## config.mk

```make
export PLATFORM = sky130hd
export DESIGN_NAME = sector_cache_clock_replacement_flat
export DESIGN_NICKNAME = d
export VERILOG_FILES = /design/src/scc_pkg.sv /design/src/scc_if.sv /design/src/sector_cache_clock_replacement.sv /design/src/scc_ram.sv /design/src/scc_ctrl.sv /design/src/scc_dp.sv /design/src/flat_wrapper.sv
export SDC_FILE = /design/constraint.sdc
export NUM_CORES = 2
export LEC_CHECK = 0
export BUFFER_PORTS_ARGS = -buffer_cell sky130_fd_sc_hd__buf_2
export CORE_MARGIN = 2
export CORE_UTILIZATION = 50
export CTS_BUF_LIST = sky130_fd_sc_hd__clkbuf_8 sky130_fd_sc_hd__clkbuf_16
export CTS_CLUSTER_DIAMETER = 60
export CTS_CLUSTER_SIZE = 24
export DETAILED_ROUTE_END_ITERATION = 8
export GPL_TIMING_DRIVEN = 0
export PLACE_DENSITY = 0.72
export SLEW_MARGIN = 30
export SYNTH_ARGS = -nofsm -noshare
export SYNTH_HDL_FRONTEND = slang
export SYNTH_SLANG_ARGS = --single-unit
```

## constraint.sdc

```tcl
create_clock -name i_clk -period 7.9 [get_ports i_clk]
set_input_delay 1.185 -clock i_clk [delete_from_list [all_inputs] [get_ports i_clk]]
set_output_delay 1.185 -clock i_clk [all_outputs]
set_load 0.02 [all_outputs]
```

## src/scc_pkg.sv

```systemverilog
// scc_pkg: sizes, status codes and controller/datapath command types for the
// sector cache clock replacement block. No dependencies.
package scc_pkg;

    localparam int ENTRIES      = 64;
    localparam int SECTOR_BYTES = 512;
    localparam int IDX_W        = $clog2(ENTRIES);
    localparam int STEP_W       = IDX_W + 1;
    localparam int TAG_W        = 32;
    localparam int WC_W         = 8;
    localparam logic [WC_W-1:0] WC_MAX = {WC_W{1'b1}};

    localparam logic REQ_ACQUIRE = 1'b0;
    localparam logic REQ_RELEASE = 1'b1;

    typedef enum logic [2:0] {
        ST_HIT       = 3'd0,
        ST_FILL      = 3'd1,
        ST_EVICT     = 3'd2,
        ST_BLOCKED   = 3'd3,
        ST_RELEASED  = 3'd4,
        ST_HANDED    = 3'd5,
        ST_NO_VICTIM = 3'd6
    } t_status;

    typedef enum logic [3:0] {
        CMD_NOP,
        CMD_LOAD,
        CMD_TAG_RD,
        CMD_SCAN_NEXT,
        CMD_HIT,
        CMD_FILL,
        CMD_SWEEP,
        CMD_VIC_RD,
        CMD_EVICT,
        CMD_NOVIC,
        CMD_WC_RD,
        CMD_BLOCK,
        CMD_RELEASE,
        CMD_PUSH
    } t_cmd;

    typedef struct packed {
        logic match;
        logic busy_hit;
        logic scan_last;
        logic scan_empty;
        logic victim;
        logic sweep_last;
        logic out_free;
    } t_dp_stat;

endpackage

```

## src/scc_if.sv

```systemverilog
// scc_if: valid/ready channel interfaces for acquire/release requests and results.
// Depends on nothing.
interface scc_in_if;
    logic        valid;
    logic        ready;
    logic        op;
    logic [31:0] sector;
    logic        is_write;
    logic [8:0]  sector_offset;
    logic [9:0]  length;
    logic [5:0]  entry_index;

    modport source (output valid, op, sector, is_write, sector_offset, length,
                    entry_index, input ready);
    modport sink (input valid, op, sector, is_write, sector_offset, length,
                  entry_index, output ready);
endinterface

interface scc_out_if;
    logic        valid;
    logic        ready;
    logic [2:0]  status;
    logic [5:0]  slot;
    logic        need_fetch;
    logic        need_writeback;
    logic [31:0] writeback_sector;

    modport source (output valid, status, slot, need_fetch, need_writeback,
                    writeback_sector, input ready);
    modport sink (input valid, status, slot, need_fetch, need_writeback,
                  writeback_sector, output ready);
endinterface

```

## src/sector_cache_clock_replacement.sv

```systemverilog
// sector_cache_clock_replacement: top level, joins controller and datapath.
// Depends on scc_pkg, scc_if, scc_ctrl, scc_dp, scc_ram.
//
//   channel  dir  beat contents
//   i_in     in   op, sector, is_write, sector_offset, length, entry_index
//   o_out    out  status, slot, need_fetch, need_writeback, writeback_sector
//
// one request at a time; the tag search reads and compares one tag at a time from the
// tag memory in index order, so a hit on entry k is found after entries 0 to k-1
// a miss scans all entries, then fills the first empty entry or runs the clock
// sweep at one entry a cycle, up to 2*ENTRIES steps, and evicts the victim it finds
// a release reads the waiter count, then updates the entry; input is ready when a result appears
// reset is synchronous and clears all status bits
// a finished result waits in the output register while the next request is taken
module sector_cache_clock_replacement
    import scc_pkg::*;
(
    input logic      i_clk,
    input logic      i_rst_n,
    scc_in_if.sink   i_in,
    scc_out_if.source o_out
);
    t_cmd     w_cmd;
    t_dp_stat w_stat;
    logic     w_in_ready;

    assign i_in.ready = w_in_ready;

    scc_ctrl u_ctrl (
        .i_clk      (i_clk),
        .i_rst_n    (i_rst_n),
        .i_in_valid (i_in.valid),
        .i_op       (i_in.op),
        .i_stat     (w_stat),
        .o_in_ready (w_in_ready),
        .o_cmd      (w_cmd)
    );

    scc_dp u_dp (
        .i_clk              (i_clk),
        .i_rst_n            (i_rst_n),
        .i_cmd              (w_cmd),
        .i_op               (i_in.op),
        .i_sector           (i_in.sector),
        .i_is_write         (i_in.is_write),
        .i_sector_offset    (i_in.sector_offset),
        .i_length           (i_in.length),
        .i_entry_index      (i_in.entry_index),
        .i_out_ready        (o_out.ready),
        .o_stat             (w_stat),
        .o_out_valid        (o_out.valid),
        .o_status           (o_out.status),
        .o_slot             (o_out.slot),
        .o_need_fetch       (o_out.need_fetch),
        .o_need_writeback   (o_out.need_writeback),
        .o_writeback_sector (o_out.writeback_sector)
    );
endmodule

```

## src/scc_ram.sv

```systemverilog
// scc_ram: generic single-write, single-read memory with registered read data.
// No dependencies.
module scc_ram #(
    parameter int WIDTH = 8,
    parameter int DEPTH = 64
) (
    input  logic                     i_clk,
    input  logic                     i_we,
    input  logic [$clog2(DEPTH)-1:0] i_waddr,
    input  logic [WIDTH-1:0]         i_wdata,
    input  logic [$clog2(DEPTH)-1:0] i_raddr,
    output logic [WIDTH-1:0]         o_rdata
);
    logic [WIDTH-1:0] r_mem [DEPTH];
    logic [WIDTH-1:0] r_rdata;

    always_ff @(posedge i_clk) begin
        if (i_we) begin
            r_mem[i_waddr] <= i_wdata;
        end
        r_rdata <= r_mem[i_raddr];
    end

    assign o_rdata = r_rdata;
endmodule

```

## src/scc_ctrl.sv

```systemverilog
// scc_ctrl: sequencing state machine for tag search, fill, clock sweep and release.
// Depends on scc_pkg.
module scc_ctrl
    import scc_pkg::*;
(
    input  logic     i_clk,
    input  logic     i_rst_n,
    input  logic     i_in_valid,
    input  logic     i_op,
    input  t_dp_stat i_stat,
    output logic     o_in_ready,
    output t_cmd     o_cmd
);
    typedef enum logic [3:0] {
        S_IDLE, S_SRCH_RD, S_SRCH_CMP, S_HIT, S_FILL, S_SWEEP, S_VIC_RD,
        S_VIC_WR, S_NOVIC, S_WC_RD, S_BLOCK, S_REL_RD, S_REL_WR, S_FIN
    } t_state;

    t_state r_state, n_state;
    t_cmd   n_cmd;

    always_comb begin
        n_state = r_state;
        n_cmd   = CMD_NOP;
        unique case (r_state)
            S_IDLE: begin
                if (i_in_valid) begin
                    n_cmd   = CMD_LOAD;
                    n_state = (i_op == REQ_RELEASE) ? S_REL_RD : S_SRCH_RD;
                end
            end
            S_SRCH_RD: begin
                n_cmd   = CMD_TAG_RD;
                n_state = S_SRCH_CMP;
            end
            S_SRCH_CMP: begin
                if (i_stat.match) begin
                    n_state = i_stat.busy_hit ? S_WC_RD : S_HIT;
                end else begin
                    n_cmd = CMD_SCAN_NEXT;
                    if (i_stat.scan_last) begin
                        n_state = i_stat.scan_empty ? S_FILL : S_SWEEP;
                    end else begin
                        n_state = S_SRCH_RD;
                    end
                end
            end
            S_HIT: begin
                n_cmd   = CMD_HIT;
                n_state = S_FIN;
            end
            S_FILL: begin
                n_cmd   = CMD_FILL;
                n_state = S_FIN;
            end
            S_SWEEP: begin
                n_cmd = CMD_SWEEP;
                if (i_stat.victim) begin
                    n_state = S_VIC_RD;
                end else if (i_stat.sweep_last) begin
                    n_state = S_NOVIC;
                end
            end
            S_VIC_RD: begin
                n_cmd   = CMD_VIC_RD;
                n_state = S_VIC_WR;
            end
            S_VIC_WR: begin
                n_cmd   = CMD_EVICT;
                n_state = S_FIN;
            end
            S_NOVIC: begin
                n_cmd   = CMD_NOVIC;
                n_state = S_FIN;
            end
            S_WC_RD: begin
                n_cmd   = CMD_WC_RD;
                n_state = S_BLOCK;
            end
            S_BLOCK: begin
                n_cmd   = CMD_BLOCK;
                n_state = S_FIN;
            end
            S_REL_RD: begin
                n_cmd   = CMD_WC_RD;
                n_state = S_REL_WR;
            end
            S_REL_WR: begin
                n_cmd   = CMD_RELEASE;
                n_state = S_FIN;
            end
            S_FIN: begin
                if (i_stat.out_free) begin
                    n_cmd   = CMD_PUSH;
                    n_state = S_IDLE;
                end
            end
            default: n_state = S_IDLE;
        endcase
    end

    always_ff @(posedge i_clk) begin
        if (!i_rst_n) begin
            r_state <= S_IDLE;
        end else begin
            r_state <= n_state;
        end
    end

    assign o_in_ready = (r_state == S_IDLE);
    assign o_cmd      = n_cmd;
endmodule

```

## src/scc_dp.sv

```systemverilog
// scc_dp: request registers, per-entry status bits, clock hand, tag and waiter
// memories, result and output registers. Depends on scc_pkg and scc_ram.
module scc_dp
    import scc_pkg::*;
(
    input  logic        i_clk,
    input  logic        i_rst_n,
    input  t_cmd        i_cmd,
    input  logic        i_op,
    input  logic [31:0] i_sector,
    input  logic        i_is_write,
    input  logic [8:0]  i_sector_offset,
    input  logic [9:0]  i_length,
    input  logic [5:0]  i_entry_index,
    input  logic        i_out_ready,
    output t_dp_stat    o_stat,
    output logic        o_out_valid,
    output logic [2:0]  o_status,
    output logic [5:0]  o_slot,
    output logic        o_need_fetch,
    output logic        o_need_writeback,
    output logic [31:0] o_writeback_sector
);
    // request
    logic             r_op;
    logic [TAG_W-1:0] r_sector;
    logic             r_wr;
    logic [8:0]       r_ofs;
    logic [9:0]       r_len;
    logic [5:0]       r_entry;
    logic             r_stray;

    // search and sweep
    logic [IDX_W-1:0]  r_idx;
    logic              r_empty_found;
    logic [IDX_W-1:0]  r_empty_idx;
    logic [IDX_W-1:0]  r_hand;
    logic [STEP_W-1:0] r_steps;

    // per-entry status
    logic [ENTRIES-1:0] r_valid, r_dirty, r_used, r_busy, r_nz;

    // pending result and output beat
    t_status     r_res_st;
    logic [5:0]  r_res_slot;
    logic        r_res_fetch, r_res_wb;
    logic [31:0] r_res_wbsec;
    logic        r_ov;
    t_status     r_o_st;
    logic [5:0]  r_o_slot;
    logic        r_o_fetch, r_o_wb;
    logic [31:0] r_o_wbsec;

    logic [IDX_W-1:0] w_rel;
    logic [IDX_W-1:0] w_tag_raddr, w_tag_waddr, w_wc_raddr, w_wc_waddr;
    logic             w_tag_we, w_wc_we;
    logic [TAG_W-1:0] w_tag_rdata;
    logic [WC_W-1:0]  w_wc_rdata, w_wc_wdata, w_wc_cur;
    logic             w_fetch, w_avail;
    logic [IDX_W-1:0] w_hand_inc;

    assign w_rel      = IDX_W'(r_entry);
    assign w_hand_inc = (r_hand == IDX_W'(ENTRIES - 1)) ? '0 : r_hand + 1'b1;
    assign w_fetch    = !r_wr || (r_ofs != 9'd0) || (32'(r_len) < SECTOR_BYTES);
    assign w_avail    = !r_busy[r_hand] && !r_nz[r_hand];

    // a zero waiter flag means the stored count is stale and reads as zero
    assign w_wc_cur = r_nz[w_wc_raddr] ? w_wc_rdata : '0;

    assign w_tag_raddr = (i_cmd == CMD_VIC_RD) ? r_hand : r_idx;
    assign w_tag_we    = (i_cmd == CMD_FILL) || (i_cmd == CMD_EVICT);
    assign w_tag_waddr = (i_cmd == CMD_FILL) ? r_empty_idx : r_hand;
    assign w_wc_raddr  = (r_op == REQ_RELEASE) ? w_rel : r_idx;
    assign w_wc_waddr  = w_wc_raddr;
    assign w_wc_we     = (i_cmd == CMD_BLOCK) ||
                         ((i_cmd == CMD_RELEASE) && !r_stray && r_valid[w_rel]
                          && r_busy[w_rel] && r_nz[w_rel]);
    assign w_wc_wdata  = (i_cmd == CMD_BLOCK) ?
                         ((w_wc_cur == WC_MAX) ? w_wc_cur : w_wc_cur + 1'b1) :
                         w_wc_cur - 1'b1;

    scc_ram #(.WIDTH(TAG_W), .DEPTH(ENTRIES)) u_tag_ram (
        .i_clk   (i_clk),
        .i_we    (w_tag_we),
        .i_waddr (w_tag_waddr),
        .i_wdata (r_sector),
        .i_raddr (w_tag_raddr),
        .o_rdata (w_tag_rdata)
    );

    scc_ram #(.WIDTH(WC_W), .DEPTH(ENTRIES)) u_wc_ram (
        .i_clk   (i_clk),
        .i_we    (w_wc_we),
        .i_waddr (w_wc_waddr),
        .i_wdata (w_wc_wdata),
        .i_raddr (w_wc_raddr),
        .o_rdata (w_wc_rdata)
    );

    always_comb begin
        o_stat.match      = r_valid[r_idx] && (w_tag_rdata == r_sector);
        o_stat.busy_hit   = r_busy[r_idx];
        o_stat.scan_last  = (r_idx == IDX_W'(ENTRIES - 1));
        o_stat.scan_empty = r_empty_found || !r_valid[r_idx];
        o_stat.victim     = w_avail && !r_used[r_hand];
        o_stat.sweep_last = (r_steps == STEP_W'(2 * ENTRIES - 1));
        o_stat.out_free   = !r_ov || i_out_ready;
    end

    // payload registers
    always_ff @(posedge i_clk) begin
        case (i_cmd)
            CMD_LOAD: begin
                r_op          <= i_op;
                r_sector      <= i_sector;
                r_wr          <= i_is_write;
                r_ofs         <= i_sector_offset;
                r_len         <= i_length;
                r_entry       <= i_entry_index;
                r_stray       <= (32'(i_entry_index) >= ENTRIES);
                r_idx         <= '0;
                r_steps       <= '0;
                r_empty_found <= 1'b0;
            end
            CMD_SCAN_NEXT: begin
                if (!r_valid[r_idx] && !r_empty_found) begin
                    r_empty_found <= 1'b1;
                    r_empty_idx   <= r_idx;
                end
                r_idx <= r_idx + 1'b1;
            end
            CMD_SWEEP: begin
                r_steps <= r_steps + 1'b1;
            end
            default: ;
        endcase

        case (i_cmd)
            CMD_HIT: begin
                r_res_st    <= ST_HIT;
                r_res_slot  <= 6'(r_idx);
                r_res_fetch <= 1'b0;
                r_res_wb    <= 1'b0;
                r_res_wbsec <= '0;
            end
            CMD_FILL: begin
                r_res_st    <= ST_FILL;
                r_res_slot  <= 6'(r_empty_idx);
                r_res_fetch <= w_fetch;
                r_res_wb    <= 1'b0;
                r_res_wbsec <= '0;
            end
            CMD_EVICT: begin
                r_res_st    <= ST_EVICT;
                r_res_slot  <= 6'(r_hand);
                r_res_fetch <= w_fetch;
                r_res_wb    <= r_dirty[r_hand];
                r_res_wbsec <= r_dirty[r_hand] ? w_tag_rdata : '0;
            end
            CMD_NOVIC: begin
                r_res_st    <= ST_NO_VICTIM;
                r_res_slot  <= '0;
                r_res_fetch <= 1'b0;
                r_res_wb    <= 1'b0;
                r_res_wbsec <= '0;
            end
            CMD_BLOCK: begin
                r_res_st    <= ST_BLOCKED;
                r_res_slot  <= 6'(r_idx);
                r_res_fetch <= 1'b0;
                r_res_wb    <= 1'b0;
                r_res_wbsec <= '0;
            end
            CMD_RELEASE: begin
                r_res_slot  <= r_entry;
                r_res_fetch <= 1'b0;
                r_res_wb    <= 1'b0;
                r_res_wbsec <= '0;
                if (!r_stray && r_valid[w_rel] && r_busy[w_rel] && r_nz[w_rel]) begin
                    r_res_st <= ST_HANDED;
                end else begin
                    r_res_st <= ST_RELEASED;
                end
            end
            default: ;
        endcase

        if (i_cmd == CMD_PUSH) begin
            r_o_st    <= r_res_st;
            r_o_slot  <= r_res_slot;
            r_o_fetch <= r_res_fetch;
            r_o_wb    <= r_res_wb;
            r_o_wbsec <= r_res_wbsec;
        end
    end

    // control state
    always_ff @(posedge i_clk) begin
        if (!i_rst_n) begin
            r_valid <= '0;
            r_dirty <= '0;
            r_used  <= '0;
            r_busy  <= '0;
            r_nz    <= '0;
            r_hand  <= '0;
            r_ov    <= 1'b0;
        end else begin
            case (i_cmd)
                CMD_HIT: r_busy[r_idx] <= 1'b1;
                CMD_FILL: begin
                    r_valid[r_empty_idx] <= 1'b1;
                    r_busy[r_empty_idx]  <= 1'b1;
                    r_dirty[r_empty_idx] <= 1'b0;
                end
                CMD_SWEEP: begin
                    // the hand stays on a victim until the eviction
                    if (!(w_avail && !r_used[r_hand])) begin
                        if (w_avail) begin
                            r_used[r_hand] <= 1'b0;
                        end
                        r_hand <= w_hand_inc;
                    end
                end
                CMD_EVICT: begin
                    r_dirty[r_hand] <= 1'b0;
                    r_busy[r_hand]  <= 1'b1;
                    r_hand          <= w_hand_inc;
                end
                CMD_BLOCK: r_nz[r_idx] <= 1'b1;
                CMD_RELEASE: begin
                    if (!r_stray && r_valid[w_rel] && r_busy[w_rel]) begin
                        if (r_wr) begin
                            r_dirty[w_rel] <= 1'b1;
                        end
                        if (r_nz[w_rel]) begin
                            r_nz[w_rel] <= (w_wc_cur != WC_W'(1));
                        end else begin
                            r_busy[w_rel] <= 1'b0;
                            r_used[w_rel] <= 1'b1;
                        end
                    end
                end
                default: ;
            endcase

            if (i_cmd == CMD_PUSH) begin
                r_ov <= 1'b1;
            end else if (i_out_ready) begin
                r_ov <= 1'b0;
            end
        end
    end

    assign o_out_valid        = r_ov;
    assign o_status           = r_o_st;
    assign o_slot             = r_o_slot;
    assign o_need_fetch       = r_o_fetch;
    assign o_need_writeback   = r_o_wb;
    assign o_writeback_sector = r_o_wbsec;
endmodule
```

## src/flat_wrapper.sv

```systemverilog
// flat-port wrapper written by rule: the top's interface ports become plain ports
module sector_cache_clock_replacement_flat import scc_pkg::*;
  (i_clk, i_rst_n, i_in_valid, i_in_op, i_in_sector, i_in_is_write, i_in_sector_offset, i_in_length, i_in_entry_index, i_in_ready, o_out_valid, o_out_status, o_out_slot, o_out_need_fetch, o_out_need_writeback, o_out_writeback_sector, o_out_ready);
  scc_in_if i_in_i ();
  scc_out_if o_out_i ();
  input logic i_clk;
  input logic i_rst_n;
  input wire logic [$bits(i_in_i.valid)-1:0] i_in_valid;
  input wire logic [$bits(i_in_i.op)-1:0] i_in_op;
  input wire logic [$bits(i_in_i.sector)-1:0] i_in_sector;
  input wire logic [$bits(i_in_i.is_write)-1:0] i_in_is_write;
  input wire logic [$bits(i_in_i.sector_offset)-1:0] i_in_sector_offset;
  input wire logic [$bits(i_in_i.length)-1:0] i_in_length;
  input wire logic [$bits(i_in_i.entry_index)-1:0] i_in_entry_index;
  output wire logic [$bits(i_in_i.ready)-1:0] i_in_ready;
  output wire logic [$bits(o_out_i.valid)-1:0] o_out_valid;
  output wire logic [$bits(o_out_i.status)-1:0] o_out_status;
  output wire logic [$bits(o_out_i.slot)-1:0] o_out_slot;
  output wire logic [$bits(o_out_i.need_fetch)-1:0] o_out_need_fetch;
  output wire logic [$bits(o_out_i.need_writeback)-1:0] o_out_need_writeback;
  output wire logic [$bits(o_out_i.writeback_sector)-1:0] o_out_writeback_sector;
  input wire logic [$bits(o_out_i.ready)-1:0] o_out_ready;
  assign i_in_i.valid = i_in_valid;
  assign i_in_i.op = i_in_op;
  assign i_in_i.sector = i_in_sector;
  assign i_in_i.is_write = i_in_is_write;
  assign i_in_i.sector_offset = i_in_sector_offset;
  assign i_in_i.length = i_in_length;
  assign i_in_i.entry_index = i_in_entry_index;
  assign i_in_ready = i_in_i.ready;
  assign o_out_valid = o_out_i.valid;
  assign o_out_status = o_out_i.status;
  assign o_out_slot = o_out_i.slot;
  assign o_out_need_fetch = o_out_i.need_fetch;
  assign o_out_need_writeback = o_out_i.need_writeback;
  assign o_out_writeback_sector = o_out_i.writeback_sector;
  assign o_out_i.ready = o_out_ready;
  sector_cache_clock_replacement u_core (.i_clk(i_clk), .i_rst_n(i_rst_n), .i_in(i_in_i), .o_out(o_out_i));
endmodule
```

==> metrics.yaml <==
status:
  outcome: "finished clean"
logic_synthesis:
  yosysTopAreaCellShare_pct: 64.9
  yosysUniqueCellTypes: 101
  synth_area_um2: 126000
  synthFlopType: "edfxtp_1"
  yosysTopAreaCell: "edfxtp_1"
  syn_avg_cell_area_um2: 17.0
  ys_seq_elements: 3087
  syn_nets: 7481
  synth-warning-count: 0
  synth_top_cells_by_area: "edfxtp_1 (65%), mux4_2 (10%), dfxtp_1 (5.9%)"
  synth-edff-count: 2716
  synthArstFlopShare_pct: 0
  yosysSeqAreaShare_pct: 70.8
  synthCells: 7412
drt:
  drtIter0Drc: 13000
  drc: 0
  wl_per_cell_um: 41.9
  via_per_inst: 6.93
  wl_um: 482000
  first_pass_iters: 7
  vias: 79800
  ant_nets: 0
timing:
  worst_pin_slew_ns: 1.21
  finalWorstSetupSlack_ns: 0.188
  rsz0062_at_grt: "no"
  hold_viol: 0
  max_slew_margin_pct: 19.1
  skew_ns: 0.110
  setup_viol: 0
  fin_crit_ns: 7.71
  fmax_mhz: 130
  drv_slew: 0
  fin_hold_ws_ns: 0.421
  period_share_pct: 97.6
cts:
  cts_tree: "done"
  cts_hold_buf: 0
  cts-buffers-inserted: 188
  clock_latency_ns: 0.96
  cts-resized-gates: 0
  clockBufferDepth: 3
  cts_num_sinks: 3087
  h-tree-depth: 4
  cts_setup_buffers: 0
  clk_pin_slew_ns: 0.08
  cts-root-buf: "clkbuf_16"
worst_setup_path:
  ff2ff_path_depth: 20
  crit_start: "u_core.u_dp.r_idx[1]"
  critical_path.max_fanout: 24
  cp-end-kind: "flip-flop"
  regToRegSetupSlack_ns: 0.19
  path_class: "flip-flop to flip-flop"
  cp-endpoint: "u_core.u_dp.u_wc_ram.r_mem[38][3]"
  cp-start-kind: "flip-flop"
  worstPathArrival_ns: 8.45
  crit-reg2reg-launch: "u_core.u_dp.r_idx[1]"
  worst-endpoint-required_ns: 8.64
  reg2reg_to: "u_core.u_dp.u_wc_ram.r_mem[38][3]"
floorplanning:
  start_util_pct: 50.2
  die-width_um: 505
  die_h_um: 505
  ios: 108
  die_area_um2: 256000
  core_um2: 251000
  rows: 184
layout:
  area_growth_pct: 14.6
  n_fill_cell: 18500
  fin_area_um2: 144000
  multi_input_area_um2: 35400
  fin_nets: 8073
  final_common_cell: "edfxtp_1"
  layout-drive-gt1-share_pct: 22.0
  layout_common_cells: "edfxtp_1 (2716), mux4_2 (558), mux2i_1 (555)"
  regArea_um2: 89000
flow_run:
  drv_cap: 0
pwr:
  power_density_nw_per_um2: 350
  finalPower_w: 0.0504
  leakage_nw: 46.6
  max-vdd-ir-drop_mv: 0.477
global_route:
  track_usage_pct: 37.3
  grt_pass1_wl_um: 650000
  grt_max_degree: 65
  grt_pass1_vias: 76800
  grt-ovfl-total: 0
  antenna_found_initial: 31
place:
  post-place-ws_ns: 0.355
  hpwl_um: 351000
  io_buffers: 97
  post_dp_cell_area_um2: 138000
  place_congestion: 1.03
hold_path:
  hp-class: "flip-flop to flip-flop"
-- area by class of cell --
| class | instances | area share (%) |
|---|---|---|
| timing repair buffer | 402 | 4.48 |
| antenna | 16 | 0.0278 |
| clock inverter | 143 | 1.10 |
| inverter | 59 | 0.158 |
| clock buffer | 194 | 3.34 |
| buffer | 514 | 1.64 |
| multi-input combinational | 3752 | 24.6 |
| tap | 3348 | 2.91 |
| sequential | 3087 | 61.8 |
-- report_power, final --
| part | internal, W | total [W] | switching, W |
|---|---|---|---|
| combinational | 0.00615 | 0.0189 | 0.0127 |
| sequential | 0.0202 | 0.0207 | 0.000454 |
| clock | 0.00501 | 0.0109 | 0.00585 |
-- synth_stat cells (18+ instances only) --
master / number
a211oi_1: 59
a21o_1: 35
a21oi_1: 246
a221o_1: 28
a221oi_1: 60
a222oi_1: 23
a22o_1: 36
a22oi_1: 210
a311oi_1: 30
a31oi_1: 100
and2_1: 45
buf_1: 81
buf_2: 130
clkbuf_1: 276
dfxtp_1: 371
edfxtp_1: 2716
inv_1: 55
mux2_2: 33
mux2i_1: 557
mux4_2: 558
nand2_1: 266
nand2b_1: 31
nand3_1: 54
nand3b_1: 18
nand4_1: 29
nor2_1: 418
nor2b_1: 29
nor3_1: 177
o21a_1: 53
o21ai_0: 153
o22ai_1: 77
o31a_1: 22
or2_2: 19
or3_1: 24
xnor2_1: 40
-- through the flow --
step                      setup TNS (ns)  std cells  utilization, %
after floorplan                        0       7412               -
after global placement          -1277.51      10900            52.0
after detailed placement               0      11200            54.9
after CTS                              0      11500            57.4
after global routing                   0      11500            57.5
final                                  0      11500            57.5
-- cells by family after synthesis --
family	after synthesis	synth area share, %
flip-flops	3087	70.8
AO/OA/AOI/OAI	1354	7.61
XOR/XNOR	43	0.300
buffers and inverters	573	1.97
AND/OR/NAND/NOR	1201	4.57
multiplexers	1148	14.7
adder cells (fa/ha/maj)	6	0.0597
-- registers in the layout (all words and copies together) (netlist names), 4 cells and up --
register,flops
u_core.u_dp.u_wc_ram.r_mem,512
u_core.u_dp.u_wc_ram.o_rdata,8
u_core.u_dp.r_res_slot,6
u_core.u_dp.r_res_wbsec,32
u_core.u_dp.r_empty_idx,6
u_core.u_dp.r_busy,64
u_core.u_dp.o_slot,6
u_core.u_dp.r_idx,6
u_core.u_dp.r_sector,32
u_core.u_dp.u_tag_ram.r_mem,2048
u_core.u_dp.r_steps,7
u_core.u_dp.r_entry,6
u_core.u_dp.r_nz,64
u_core.u_ctrl.r_state,4
u_core.u_dp.u_tag_ram.o_rdata,32
u_core.u_dp.r_valid,64
u_core.u_dp.r_dirty,64
u_core.u_dp.r_used,64
u_core.u_dp.o_writeback_sector,32
u_core.u_dp.r_hand,6
u_core.u_dp.r_ofs,9
-- metal layers --
| layer | part of all wire [%] | vias to the layer above | GRT usage, % | routed length, um |
|---|---|---|---|---|
| met5 | 0.017 | - | 0 | 82 |
| met4 | 7.2 | 12 | 22.5 | 34800 |
| met3 | 11 | 1295 | 8.11 | 51500 |
| met2 | 45 | 5849 | 56.8 | 218000 |
| met1 | 37 | 41400 | 49.5 | 178000 |
| li1 | - | 31300 | - | - |
-- critical path: stages, from the launching register on --
cell        delay (ns)
edfxtp_1          0.83
buf_2             0.53
buf_1             0.73
clkinvlp_4        0.59
nor4_1            0.58
o31ai_1           0.16
a31oi_1           0.23
nor3_1            0.18
nand3_1           0.24
clkbuf_1          0.55
inv_1             0.28
and2_1            0.24
ha_1              0.21
and3_1            0.19
clkbuf_1          0.16
and4_1            0.25
a21oi_1           0.28
a31oi_1           0.21
o21ai_4           0.61
buf_16            0.24
buf_16            0.17
-- worst min-delay path by stage --
| stage | start | end | cells past startpoint |
|---|---|---|---|
| after global routing | u_core.u_dp.r_res_slot[3] | u_core.u_dp.o_slot[3] | 0 |
| after detailed placement | u_core.u_dp.r_res_wbsec[10] | u_core.u_dp.o_writeback_sector[10] | 0 |
| after global placement | u_core.u_dp.r_res_wbsec[14] | u_core.u_dp.o_writeback_sector[14] | 0 |
| final | u_core.u_dp.r_res_fetch | u_core.u_dp.o_need_fetch | 0 |
| after CTS | i_in_sector[0] | u_core.u_dp.r_sector[0] | 1 |
| after floorplan | u_core.u_dp.r_res_fetch | u_core.u_dp.o_need_fetch | 0 |
(Power assumes the default switching activity.)
